**src/rtl/srrw_pkg.sv**
```systemverilog
// ----------------------------------------------------------------------------
// srrw_pkg
// shared constants, codes and types of the selective-repeat receiver window
// ----------------------------------------------------------------------------
package srrw_pkg;

    localparam int WINDOW_SLOTS = 5;
    localparam int PAYLOAD_BITS = 32;

    // stored payload bits: the payload port carries 32 bits
    localparam int STORE_BITS = (PAYLOAD_BITS < 32) ? PAYLOAD_BITS : 32;
    localparam int SLOT_W     = (WINDOW_SLOTS > 1) ? $clog2(WINDOW_SLOTS) : 1;

    localparam logic [1:0] ACT_FRAME_LOST = 2'd1;
    localparam logic [1:0] ACT_ACK_LOST   = 2'd2;

    localparam logic KIND_VERDICT = 1'b0;
    localparam logic KIND_DELIVER = 1'b1;

    typedef enum logic [2:0] {
        V_NEW_STORED = 3'd0,
        V_DUPLICATE  = 3'd1,
        V_ACK_LOST   = 3'd2,
        V_FRAME_LOST = 3'd3,
        V_OLD_REACK  = 3'd4,
        V_BEYOND     = 3'd5
    } t_verdict;

    typedef enum logic [1:0] {
        S_IDLE,
        S_VERDICT,
        S_DELIVER
    } t_state;

    // one access to the slot store
    typedef struct packed {
        logic                  we;
        logic [SLOT_W-1:0]     waddr;
        logic [STORE_BITS-1:0] wdata;
        logic [SLOT_W-1:0]     raddr;
    } t_store_cmd;

endpackage

```
**src/rtl/srrw_slot_store.sv**
```systemverilog
// ----------------------------------------------------------------------------
// srrw_slot_store
// payload memory of the window slots, one write and one registered read
// ----------------------------------------------------------------------------
module srrw_slot_store
    import srrw_pkg::*;
(
    input  logic                  i_clk,
    input  t_store_cmd            i_cmd,
    output logic [STORE_BITS-1:0] o_rdata
);

    logic [STORE_BITS-1:0] mem [WINDOW_SLOTS];
    logic [STORE_BITS-1:0] r_rdata;

    always_ff @(posedge i_clk) begin
        if (i_cmd.we) begin
            mem[i_cmd.waddr] <= i_cmd.wdata;
        end
    end

    // write-to-read forwarding on the same entry
    always_ff @(posedge i_clk) begin
        if (i_cmd.we && (i_cmd.waddr == i_cmd.raddr)) begin
            r_rdata <= i_cmd.wdata;
        end else begin
            r_rdata <= mem[i_cmd.raddr];
        end
    end

    assign o_rdata = r_rdata;

endmodule

```
**src/rtl/selective_repeat_receiver_window.sv**
```systemverilog
// ----------------------------------------------------------------------------
// selective_repeat_receiver_window
// selective-repeat receiver: classifies frames, buffers in-window payloads and
// hands out frames in order as the window slides
// ----------------------------------------------------------------------------
//  channel  | handshake              | beat
//  ---------+------------------------+------------------------------------
//  frame in | start & ~busy          | i_frame_seq, i_payload, i_action
//  result   | o_strobe, one cycle    | o_kind, o_verdict, o_ack_*, o_delivered_*, o_last
//
//  an accepted frame gives 1 + n beats, n = frames slid out (0 to window size):
//  a verdict cycle, then one cycle per delivered frame from the slot store read port
//  busy is high from the edge after acceptance through the final beat's cycle, so
//  the next frame is taken only after the final beat of the last one
//  reset is synchronous, active low; the slot store needs no clearing pass
//  results cannot be stalled by the receiver
// ----------------------------------------------------------------------------
module selective_repeat_receiver_window
    import srrw_pkg::*;
(
    input  logic        i_clk,
    input  logic        i_rst_n,
    input  logic        start,
    output logic        busy,
    input  logic [31:0] i_frame_seq,
    input  logic [31:0] i_payload,
    input  logic [1:0]  i_action,
    output logic        o_strobe,
    output logic        o_kind,
    output logic [2:0]  o_verdict,
    output logic        o_ack_valid,
    output logic [31:0] o_ack_seq,
    output logic [31:0] o_delivered_seq,
    output logic [31:0] o_delivered_data,
    output logic        o_last
);

    localparam logic [SLOT_W:0]   SLOTS_EXT = (SLOT_W+1)'(WINDOW_SLOTS);
    localparam logic [SLOT_W-1:0] LAST_SLOT = SLOT_W'(WINDOW_SLOTS - 1);

    // control state
    t_state                  r_state, n_state;
    logic [31:0]             r_base;
    logic [SLOT_W-1:0]       r_head;
    logic [WINDOW_SLOTS-1:0] r_full;

    // captured frame
    logic [31:0]             r_seq;
    logic [STORE_BITS-1:0]   r_payload;
    logic [1:0]              r_action;

    // verdict datapath
    logic [31:0]             diff;
    logic                    is_old;
    logic                    in_win;
    logic [SLOT_W-1:0]       pos;
    logic [SLOT_W:0]         phys_sum;
    logic [SLOT_W-1:0]       phys;
    logic                    do_store;
    logic                    slide;
    logic                    acked;
    t_verdict                verdict;

    // delivery datapath
    logic [SLOT_W-1:0]       head_nxt;
    logic                    more;

    t_store_cmd              store_cmd;
    logic [STORE_BITS-1:0]   rdata;

    // window classification, exact unsigned compares with no wrap
    assign diff     = r_seq - r_base;
    assign is_old   = r_seq < r_base;
    assign in_win   = !is_old && (diff < 32'(WINDOW_SLOTS));
    assign pos      = diff[SLOT_W-1:0];
    // slot index in the circular store
    assign phys_sum = {1'b0, r_head} + {1'b0, pos};
    assign phys     = (phys_sum >= SLOTS_EXT) ? SLOT_W'(phys_sum - SLOTS_EXT)
                                              : phys_sum[SLOT_W-1:0];

    // frame lost stores nothing, ack lost always overwrites, normal skips full slots
    assign do_store = in_win && (r_action != ACT_FRAME_LOST) &&
                      ((r_action == ACT_ACK_LOST) || !r_full[phys]);
    // head slot is empty between frames, so a slide starts only on a store at the front
    assign slide    = do_store && (pos == '0);

    always_comb begin
        verdict = V_BEYOND;
        acked   = 1'b0;
        if (in_win) begin
            if (r_action == ACT_FRAME_LOST) begin
                verdict = V_FRAME_LOST;
            end else if (r_action == ACT_ACK_LOST) begin
                verdict = V_ACK_LOST;
            end else begin
                verdict = r_full[phys] ? V_DUPLICATE : V_NEW_STORED;
                acked   = 1'b1;
            end
        end else if (is_old) begin
            verdict = V_OLD_REACK;
            acked   = 1'b1;
        end
    end

    // next slot at the front, and whether it is still full after this beat
    assign head_nxt = (r_head == LAST_SLOT) ? '0 : r_head + SLOT_W'(1);
    assign more     = r_full[head_nxt] && (head_nxt != r_head);

    // slot store access: write on a store, read the front slot ahead of delivery
    always_comb begin
        store_cmd.we    = (r_state == S_VERDICT) && do_store;
        store_cmd.waddr = phys;
        store_cmd.wdata = r_payload;
        store_cmd.raddr = (r_state == S_DELIVER) ? head_nxt : r_head;
    end

    srrw_slot_store u_store (
        .i_clk   (i_clk),
        .i_cmd   (store_cmd),
        .o_rdata (rdata)
    );

    // next state
    always_comb begin
        n_state = r_state;
        case (r_state)
            S_IDLE: begin
                if (start) begin
                    n_state = S_VERDICT;
                end
            end
            S_VERDICT: begin
                n_state = slide ? S_DELIVER : S_IDLE;
            end
            S_DELIVER: begin
                n_state = more ? S_DELIVER : S_IDLE;
            end
            default: begin
                n_state = S_IDLE;
            end
        endcase
    end

    // result beat
    always_comb begin
        busy             = 1'b1;
        o_strobe         = 1'b0;
        o_kind           = KIND_VERDICT;
        o_verdict        = 3'd0;
        o_ack_valid      = 1'b0;
        o_ack_seq        = 32'd0;
        o_delivered_seq  = 32'd0;
        o_delivered_data = 32'd0;
        o_last           = 1'b0;
        case (r_state)
            S_IDLE: begin
                busy = 1'b0;
            end
            S_VERDICT: begin
                o_strobe    = 1'b1;
                o_verdict   = verdict;
                o_ack_valid = acked;
                o_ack_seq   = acked ? r_seq : 32'd0;
                o_last      = !slide;
            end
            S_DELIVER: begin
                o_strobe         = 1'b1;
                o_kind           = KIND_DELIVER;
                o_delivered_seq  = r_base;
                o_delivered_data = 32'(rdata);
                o_last           = !more;
            end
            default: begin
                busy = 1'b1;
            end
        endcase
    end

    // control registers
    always_ff @(posedge i_clk) begin
        if (!i_rst_n) begin
            r_state <= S_IDLE;
            r_base  <= 32'd0;
            r_head  <= '0;
            r_full  <= '0;
        end else begin
            r_state <= n_state;
            if ((r_state == S_VERDICT) && do_store) begin
                r_full[phys] <= 1'b1;
            end
            if (r_state == S_DELIVER) begin
                r_full[r_head] <= 1'b0;
                r_head         <= head_nxt;
                r_base         <= r_base + 32'd1;
            end
        end
    end

    // frame capture
    always_ff @(posedge i_clk) begin
        if ((r_state == S_IDLE) && start) begin
            r_seq     <= i_frame_seq;
            r_payload <= i_payload[STORE_BITS-1:0];
            r_action  <= i_action;
        end
    end

endmodule

```
**config.mk**
```make
export PLATFORM = sky130hd
export DESIGN_NAME = selective_repeat_receiver_window
export DESIGN_NICKNAME = d
export VERILOG_FILES = /design/src/rtl/srrw_pkg.sv /design/src/rtl/srrw_slot_store.sv /design/src/rtl/selective_repeat_receiver_window.sv
export SDC_FILE = /design/constraint.sdc
export NUM_CORES = 1
export LEC_CHECK = 0
export ABC_AREA = 1
export BUFFER_PORTS_ARGS = -buffer_cell sky130_fd_sc_hd__buf_2
export CELL_PAD_IN_SITES_DETAIL_PLACEMENT = 0
export CELL_PAD_IN_SITES_GLOBAL_PLACEMENT = 1
export CORE_MARGIN = 1.5
export CORE_UTILIZATION = 47
export DETAILED_ROUTE_END_ITERATION = 10
export PLACE_DENSITY = 0.95
export SYNTH_ARGS = -nofsm -noshare
export SYNTH_HDL_FRONTEND = slang
export SYNTH_HIERARCHICAL = 1
export SYNTH_SLANG_ARGS = --single-unit
```
**constraint.sdc**
```tcl
create_clock -name i_clk -period 10.85 [get_ports i_clk]
set_input_delay 0.5425 -clock i_clk [delete_from_list [all_inputs] [get_ports i_clk]]
set_output_delay 0.5425 -clock i_clk [all_outputs]
set_load 0.1 [all_outputs]
```
### After elaboration in Yosys (flattened, before gate mapping)

Memories as Yosys holds them, arrays and structs flattened. A register that Yosys moved wholly into a read port is not among the register bits.
Cells that the tools add are included.

* bits in registers: 108
* RAM bits: 160
* output and inout port bits: 104
* logic and storage cells: 88
* memories kept: 1

Memories
* u_store.mem: words 5, bits a word 32, rd ports 1, clocked after Yosys merged registers in 1, write ports 1, line srrw_slot_store.sv:13 `logic [STORE_BITS-1:0] mem [WINDOW_SLOTS];`

* $add $sub $neg: 5
* magnitude comparators: 8
* eq/ne operators: 8
* mux-type cells: 39
* bitwise gates (word level): 3
* reduce and logical (&&, ||, !) cells: 17

Operator list (number)
* two-way mux 32 bit: 4
* adder 32 x 1 -> 32 bit, second input constant: 1
* less-than comparator 32 x 3 -> 1 bit, second input constant: 1
* less-than comparator 32 bit: 1
* subtractor 32 bit: 1
* two-way mux 1 bit: 16
* two-way mux 3 bit: 5
* two-way mux 5 bit: 3
* less-than comparator 3 x 4 -> 1 bit, second input constant: 3
* two-way mux 2 bit: 5
* logical AND 1 bit: 9
* binary-select mux 1 bit (select 3 bit): 2
* demux 1 bit (select 3 bit): 2
* greater-or-equal comparator 3 x 1 -> 1 bit, second input constant: 2
* one-hot mux 2 bit (3 select lines): 1
* bitwise AND 5 bit: 1
* inverter 5 bit: 1
* bitwise OR 5 bit: 1
* adder 3 x 3 -> 4 bit: 1
* == test 2 x 1 -> 1 bit, second input constant: 2
* == test 2 bit, second input constant: 2
* greater-or-equal comparator 4 x 3 -> 1 bit, second input constant: 1
* logical NOT 1 bit: 4
* adder 3 x 1 -> 3 bit, second input constant: 1
* 10 further kinds: 10

### Logic depth before layout (Yosys ltp)

Gate-level depths: netlist of run 1.

* word-level depth: 14
* depth in mapped cells: 24
* depth with buffers taken out: 24

### Hierarchy

The synthesis of run 1 kept the hierarchy.

Modules (own cells, without submodules)
* selective_repeat_receiver_window: times used 1, cells an instance 1258, area each 8217.9 um^2, sequential area each 2822.7 um^2
* srrw_slot_store: times used 1, cells an instance 652, area each 6870.3 um^2, sequential area each 4864.7 um^2

### Worst setup path after synthesis of run 1

OpenSTA, ideal clock, no wires.

* path kind: reg2reg
* start point: register r_base[0]
* end point: memory u_store/mem[4][0] (netlist bit), enable pin
* setup time: 0.461 ns
* data arrival time: 5.618 ns
* setup slack: 4.771 ns
* stages on the path, launching flop included: 21
* period minus slack after synthesis: 6.079 ns
* cells stage by stage: dfxtp_1 ha_1 fa_1 inv_1 fa_1 inv_1 ha_1 nor2_1 nor2_1 nor2_1 xor2_1 nand2_1 nor2_1 nand2_1 nand3b_1 nor2_1 nor2_2 nand4_1 nor2_1 nand2_1 nor3_1

RTL lines
* start: declaration: line selective_repeat_receiver_window.sv:43 `logic [31:0] r_base;`
* start signal: assignment: line selective_repeat_receiver_window.sv:194 `r_base <= r_base + 32'd1;`
* end: declaration: line srrw_slot_store.sv:13

### Worst setup path in the final report of run 1

* start point: register r_seq[0]
* end point: output o_verdict[0]

* word-level cells in the longest chain between the ends: 11

Ends and longest elaborated chain
* start: declaration: line selective_repeat_receiver_window.sv:48 `logic [31:0] r_seq;`
* start signal: assignment: line selective_repeat_receiver_window.sv:202 `r_seq <= i_frame_seq;`
* subtractor 32 bit: line selective_repeat_receiver_window.sv:72 `assign diff = r_seq - r_base;`
* adder 3 x 3 -> 4 bit: line selective_repeat_receiver_window.sv:77 `assign phys_sum = {1'b0, r_head} + {1'b0, pos};`
* greater-or-equal comparator 4 x 3 -> 1 bit or subtractor 3 bit (tied branches): line selective_repeat_receiver_window.sv:78 `assign phys = (phys_sum >= SLOTS_EXT) ? SLOT_W'(phys_sum - SLOTS_EXT)`
* two-way mux 3 bit: line selective_repeat_receiver_window.sv:78
* binary-select mux 1 bit (select 3 bit): line selective_repeat_receiver_window.sv:96 `verdict = r_full[phys] ? V_DUPLICATE : V_NEW_STORED;`
* two-way mux 1 bit (not written as such): line selective_repeat_receiver_window.sv:96
* two-way mux 1 bit: line selective_repeat_receiver_window.sv:96
* two-way mux 2 bit: line selective_repeat_receiver_window.sv:93 `end else if (r_action == ACT_ACK_LOST) begin`
* two-way mux 2 bit: line selective_repeat_receiver_window.sv:91 `if (r_action == ACT_FRAME_LOST) begin`
* two-way mux 3 bit *: line selective_repeat_receiver_window.sv:90 `if (in_win) begin`
* two-way mux 3 bit *: line selective_repeat_receiver_window.sv:155 `case (r_state)`
* end: declaration: line selective_repeat_receiver_window.sv:30 `output logic [2:0] o_verdict,`

Every way passes the cells marked *; elsewhere a longest branch is shown, timed or not. The select of a mux whose other input is x is not followed.

==> summary.md, run 1 <==
| Metric | Value |
|---|---|
| Cts bufs inserted | 30 |
| Setup_tns | 0 ns |
| Most common cell in the synthesized netlist | nand2_1 |
| Clock-pin slew on the worst setup and hold paths | 0.06 ns |
| Synth top area cells | edfxtp_1 45%, nand2_1 16%, inv_1 11%, dfxtp_1 6.0%, nand3_1 4.0% |
| H-tree levels | 1 |
| WL/cell | 16.0 um |
| Synth top area share | 0.450 |
| Outcome | finished, final reports clean |
| Setup crit end kind | output port |
| Core Area | 31,600 um2 |
| Fin nets | 2,198 |
| DR vias/cell | 4.95 |
| Syn Inst Count | 1,910 |
| Fin util | 0.551 |
| Clock share of power | 0.440 |
| Crit-path max FO | 9 |
| CP required | 10.31 ns |
| CP arrival | 4.83 ns |
| Gr usage total | 0.244 |
| Register area share after synthesis | 0.509 |
| Final Setup Violations | 0 |
| Root buffer cell | clkbuf_16 |
| Post-CTS Setup Bufs | 0 |
| #FFs+latches synth | 271 |
| First-pass GRT wire length | 63.3 mm |
| HP Class | input pin to flop |
| Synth top cells by count | 645 x nand2_1, 434 x inv_1, 226 x edfxtp_1, 120 x nand3_1, 107 x nor2_1 |
| CP startpoint kind | flop |
| Grt ovf | 0 |
| DR iter-0 viols | 1,034 |
| Yosys warns | 6 |
| CTS tree | done |
| DRT antenna net count | 0 |
| Cell taking the most area after synthesis | edfxtp_1 |
| Pwr Density | 144 nW/um2 |
| IR drop worst, VDD | 0.129 mV |
| Detail Placement HPWL | 28.8 mm |
| Full die area | 33,200 um2 |
| Layout cells sized above 1 | 0.142 |
| Largest net degree at the start of global routing | 72 |
| Initial antenna violation count | 1 |
| Asr flop ratio synth | 0 |
| Via count | 12,395 |
| Unrepaired setup endpoints after global routing | false |
| CP Class | flop to output port |
| Fin crit share | 0.495 |
| Die Span X | 182 um |
| Slew Viols, Final | 0 |
| Dominant synthesized flop cell | edfxtp_1 |
| Count of max-cap constraint violations | 0 |
| Net count after synthesis | 2,028 |
| P_sw | 0.637 mW |
| Row count | 65 |
| Leak | 8.76 nW |
| Relative slew margins | 0.161 |
| Mapped Avg Cell Area | 7.90 um2 |
| Cell variety after synth | 44 |
| Gpl congestion | 0.944 |
| CTS sink count | 271 |
| Post_cts resized | 0 |
| Switching Share | 0.254 |
| Register share of total power | 0.466 |
| Post-synth EDFFs | 226 |
| Final WL | 40.0 mm |
| Fill cells | 2,943 |
| Hold_buf cts | 0 |
| Clock latency at the later pin of the worst-skew pair | 0.60 ns |
| Die height | 182 um |
| Tightest Pin Transition | 1.26 ns |
| Power Internal | 1.87 mW |
| Vias in the first global route | 12,201 |
| Final worst path period need | 5.37 ns |
| Drt pass-1 iters | 5 |
| # IOs | 173 |
| DR DRC count | 0 |
| Area Growth Syn to Fin | 15.2% |
| Final Hold Fails | 0 |
| Antenna diodes | 0 |
| CTS max path bufs | 3 |
| Achievable clock frequency | 186 MHz |
| Combinational share of power | 0.094 |
| Buffers on Ports | 172 |
| Cell Area, Synth | 15,100 um2 |
| Initial core utilization | 0.478 |
| Layout Skew | 0.0216 ns |
-- layout make-up --
cell class | instances | area [um2] | share of cell area
Inverter | 444 | 1670 | 0.0959
Clock buffer | 35 | 800 | 0.0460
Clock inverter | 21 | 292 | 0.0168
Multi-Input combinational cell | 1152 | 5500 | 0.316
Tap cell | 402 | 503 | 0.0289
Sequential cell | 271 | 7690 | 0.442
Timing Repair Buffer | 181 | 928 | 0.0534
-- cells in the final DEF, fill, tap and decap left out, types with 9 or more instances in the layout --
master,netlist,layout
nand4_1,29,29
inv_2,8,9
xor2_1,9,9
inv_1,434,433
nor3_1,39,36
nand2_1,645,645
edfxtp_1,226,226
buf_2,13,172
ha_1,47,46
nor2_2,36,36
dfxtp_1,45,44
a21oi_1,49,49
buf_4,4,9
o21ai_0,28,28
clkbuf_16,0,30
nor2_1,107,105
nand3_1,120,120
-- power by group through the flow --
stage	Clock [mW]	Combinational (mW)	Sequential [mW]
after CTS	1.12	0.237	1.17
after detailed placement	0	0.236	1.19
after global placement	0	0.234	1.19
final	1.10	0.236	1.17
after floorplan	0	0.176	1.18
after global routing	1.16	0.262	1.17
-- critical path, stage by stage, from the launching register on --
cell,delay (ns)
edfxtp_1,0.34
inv_1,0.06
ha_1,0.21
fa_1,0.51
inv_1,0.08
fa_1,0.44
inv_1,0.12
ha_1,0.20
inv_1,0.05
nor2_1,0.08
nor2_1,0.05
nor2_1,0.21
xor2_1,0.35
nand2_1,0.15
o21ai_0,0.17
nand3b_1,0.09
nor2_1,0.14
nor2_2,0.11
a211oi_1,0.38
buf_2,0.51
-- final timing paths --
check,from,to,slack (ns),depth (start not counted)
max reg2reg,r_seq[0],u_store/mem[2][13],5.60,23
max,r_seq[0],o_verdict[0],5.48,19
min,i_frame_seq[6],r_seq[6],0.12,1
min reg2reg,r_full[2],r_full[2],0.50,2
-- per-layer routing --
metal  global-route usage  part of all wire  vias up
met5                    0           0.00017        -
met4                0.107             0.045        2
met3               0.0267             0.047       99
met2                0.440              0.50      377
met1                0.294              0.41     5662
li1                     -                 -     6255
-- kinds of logic after synthesis --
logic type / synth area share
fa+ha+maj: 0.0416
buf+inv: 0.128
compound gates: 0.0330
xor+xnor: 0.00697
simple gates: 0.281
flops: 0.509
-- registers in the layout (all words and copies together) (netlist names), named ones only --
name and flops:
u_store/mem 160, r_base 32, r_payload 32, r_seq 32
r_full 5, r_head 3, r_action 2, r_state 2
-- stage by stage --
stage / worst slack (ns) / hold slack, ns / power (mW) / std cells / cell area, um2
2_1_floorplan: 4.77 / 0.442 / 1.36 / 1910 / 15100
3_3_place_gp: 5.84 / 0.483 / 1.42 / 2450 / 16300
3_5_place_dp: 5.68 / 0.488 / 1.43 / 2450 / 16300
4_1_cts: 5.48 / 0.0929 / 2.53 / 2506 / 17400
5_1_grt: 5.06 / 0.104 / 2.59 / 2506 / 17400
6_report: 5.48 / 0.116 / 2.51 / 2506 / 17400
Power figures use the tool's default switching activity.
==> run 2, diff against run 1 <==
- ABC_AREA: 1 -> 0
- PLACE_DENSITY: 0.95 -> 0.93
- clock period: 10.85 -> 5 ns (I/O delays scaled with it)
==> run 2 against run 1 <==
Net effect:
- global-route usage down 0.070 points
- count of clock-buffer cells in the layout shrank 1
- design area is 3.8% higher
- hold slack worse by 0.069 ns
- sequential power rose by 120%
- largest cell class unchanged
- synthesized cell count fell by 35%
- register-to-register slack lost 5.4 ns
- die area is 6.8% lower
- first-iteration DRC count decreased by 10%
- largest power group unchanged
- setup slack lost 5.4 ns
- via count shrank 13%
==> summary.md, run 2 <==
| Metric | Value |
|---|---|
| Slew Viols, Final | 0 |
| Full die area | 30,900 um2 |
| Setup ws final | 0.0577 ns |
| Synth top area share | 0.483 |
| Die height | 176 um |
| Layout cells sized above 1 | 0.234 |
| Synth top area cells | edfxtp_1 48%, dfxtp_1 6.4%, ha_1 4.2%, and2_1 3.3%, nor2_1 2.9% |
| Crit path from | r_seq[0] |
| First-pass GRT wire length | 58.6 mm |
| Area Growth Syn to Fin | 28.4% |
| DR vias/cell | 5.69 |
| Cell variety after synth | 79 |
| Tightest Pin Transition | 1.10 ns |
| Largest net degree at the start of global routing | 67 |
| DR iter-0 viols | 927 |
| Multi-input gate area | 5990 um2 |
| DR DRC count | 0 |
| R2R cell count | 15 |
| Count of max-cap constraint violations | 0 |
| Initial core utilization | 0.475 |
| # IOs | 173 |
| CTS max path bufs | 3 |
| Commonest non-fill, non-tap cell in the layout | edfxtp_1 |
| Inst Count DP | 1,768 |
| CP startpoint kind | flop |
| DRT antenna net count | 0 |
| Max reg flops | 160 |
| Most common cell in the synthesized netlist | edfxtp_1 |
| Outcome | finished, final reports clean |
| Final worst path period need | 4.94 ns |
| CTS sink count | 271 |
| Post-synth EDFFs | 226 |
| Crit-path max FO | 5 |
| Net count after synthesis | 1,359 |
| Unrepaired setup endpoints after global routing | true |
| Synth top cells by count | 226 x edfxtp_1, 107 x nor2_1, 90 x inv_1, 75 x and2_1, 62 x nand2_1 |
| Final hold slack | 0.0475 ns |
| R2R Path Start | r_seq[0] |
| CP Class | flop to output port |
| Mapped Avg Cell Area | 11.3 um2 |
| #FFs+latches synth | 271 |
| Worst setup path endpoint | o_last |
| Design area | 18,000 um2 |
| Cell taking the most area after synthesis | edfxtp_1 |
| Commonest non-fill, non-tap cells in the layout | 226 x edfxtp_1, 135 x buf_2, 106 x nor2_1 |
| Relative slew margins | 0.262 |
| Asr flop ratio synth | 0 |
| Drt pass-1 iters | 5 |
| Layout Skew | 0.0315 ns |
| Non-filler cells, final | 1,901 |
| IR drop worst, VDD | 0.256 mV |
| Initial antenna violation count | 0 |
| CP required | 4.75 ns |
| Fin crit share | 0.988 |
| Pwr Total | 5.65 mW |
| Final Setup Violations | 0 |
| CTS tree | done |
| Cell Area, Synth | 14,000 um2 |
| R2r setup slk | 0.23 ns |
| Fin nets | 1,606 |
| Core Area | 29,600 um2 |
| WL/cell | 20.0 um |
| Antenna diodes | 0 |
| Yosys warns | 6 |
| Achievable clock frequency | 202 MHz |
| Syn Inst Count | 1,241 |
| H-tree levels | 1 |
| Gr usage total | 0.243 |
| Clock-pin slew on the worst setup and hold paths | 0.07 ns |
| HP Class | input pin to flop |
| Most flop-heavy register | u_store/mem |
| Row count | 63 |
| Dominant synthesized flop cell | edfxtp_1 |
| Root buffer cell | clkbuf_16 |
| Via count | 10,817 |
| Pwr Density | 313 nW/um2 |
| Setup crit end kind | output port |
| Leak | 6.51 nW |
| RR Endpoint | u_store/mem[2][21] |
| Grt ovf | 0 |
| Final WL | 38.0 mm |
| Final Hold Fails | 0 |
| Cts bufs inserted | 29 |
| Die Span X | 176 um |
| Register Area | 7690 um2 |
| Register area share after synthesis | 0.547 |
| Fill cells | 2,339 |
| Vias in the first global route | 11,152 |
| Pre-CTS setup slack | 0.271 ns |
| Gpl congestion | 0.934 |
| CP arrival | 4.69 ns |
| Buffers on Ports | 172 |
| Detail Placement HPWL | 24.9 mm |
| Placed Area | 15,900 um2 |
| Clock latency at the later pin of the worst-skew pair | 0.58 ns |
-- run 2: repair_timing --
item	CTS	global route
resized for setup	19	40
buffers inserted	4	8
hold buffers	67	0
endpoints found under the hold margin	69	0
endpoints found under the setup margin	37	36
pin swaps	5	14
-- run 2: cells by family (layout without fill, tap and decap cells) --
| logic type | after synthesis | after routing | share of synthesized area |
|---|---|---|---|
| fa+ha+maj | 49 | 49 | 0.0447 |
| flops | 271 | 271 | 0.547 |
| xor+xnor | 38 | 38 | 0.0242 |
| mux | 43 | 43 | 0.0309 |
| compound gates | 254 | 254 | 0.137 |
| simple gates | 436 | 436 | 0.167 |
| buf+inv | 150 | 420 | 0.0490 |
-- run 2: area by class of cell --
class                           instances  area share
Tap cell                              390      0.0271
Sequential cell                       271       0.427
Clock buffer                           34      0.0435
Multi-Input combinational cell        820       0.332
Timing Repair Buffer                  274       0.133
Inverter                               92      0.0195
Clock inverter                         20      0.0179
-- run 2: layer usage --
metal	track usage	up-vias	part of all wire
met5	0	-	0
met4	0.100	0	0.042
met3	0.0405	98	0.057
met2	0.442	425	0.51
met1	0.282	5194	0.40
li1	-	5100	-
-- run 2: worst min-delay path by stage --
stage / startpoint / to / slack (ns) / cells after the start
finish: start / r_state[0] / 0.05 / 4
global route: start / r_state[0] / 0.1 / 4
CTS: start / r_state[0] / 0.03 / 4
detailed placement: i_frame_seq[17] / r_seq[17] / 0.43 / 1
global placement: i_frame_seq[17] / r_seq[17] / 0.43 / 1
floorplan: i_action[0] / r_action[0] / 0.35 / 0
-- run 2: report_power, final --
part / internal, mW / switching, mW
Clock: 1.54 / 0.907
Combinational: 0.261 / 0.405
Sequential: 2.50 / 0.0371
Total: 4.30 / 1.35
-- run 2: critical path, stage by stage (launching register included) --
cell      delay [ns]
edfxtp_1        0.36
inv_2           0.05
ha_4            0.16
fa_2            0.55
inv_2           0.05
fa_2            0.60
inv_4           0.06
ha_4            0.16
nor2b_4         0.15
o21ai_4         0.07
a211oi_4        0.38
buf_4           0.18
o2111a_1        0.18
nor4_1          0.06
a31oi_2         0.23
nand2_2         0.13
nor4_4          0.23
a21oi_2         0.08
a31o_2          0.25
buf_12          0.17
-- run 2: per-stage QoR --
step                 util  TNS [ns]
floorplan               -         0
global placement    0.539         0
detailed placement  0.539         0
CTS                 0.603  -0.00854
global route        0.610    -0.372
finish              0.610         0
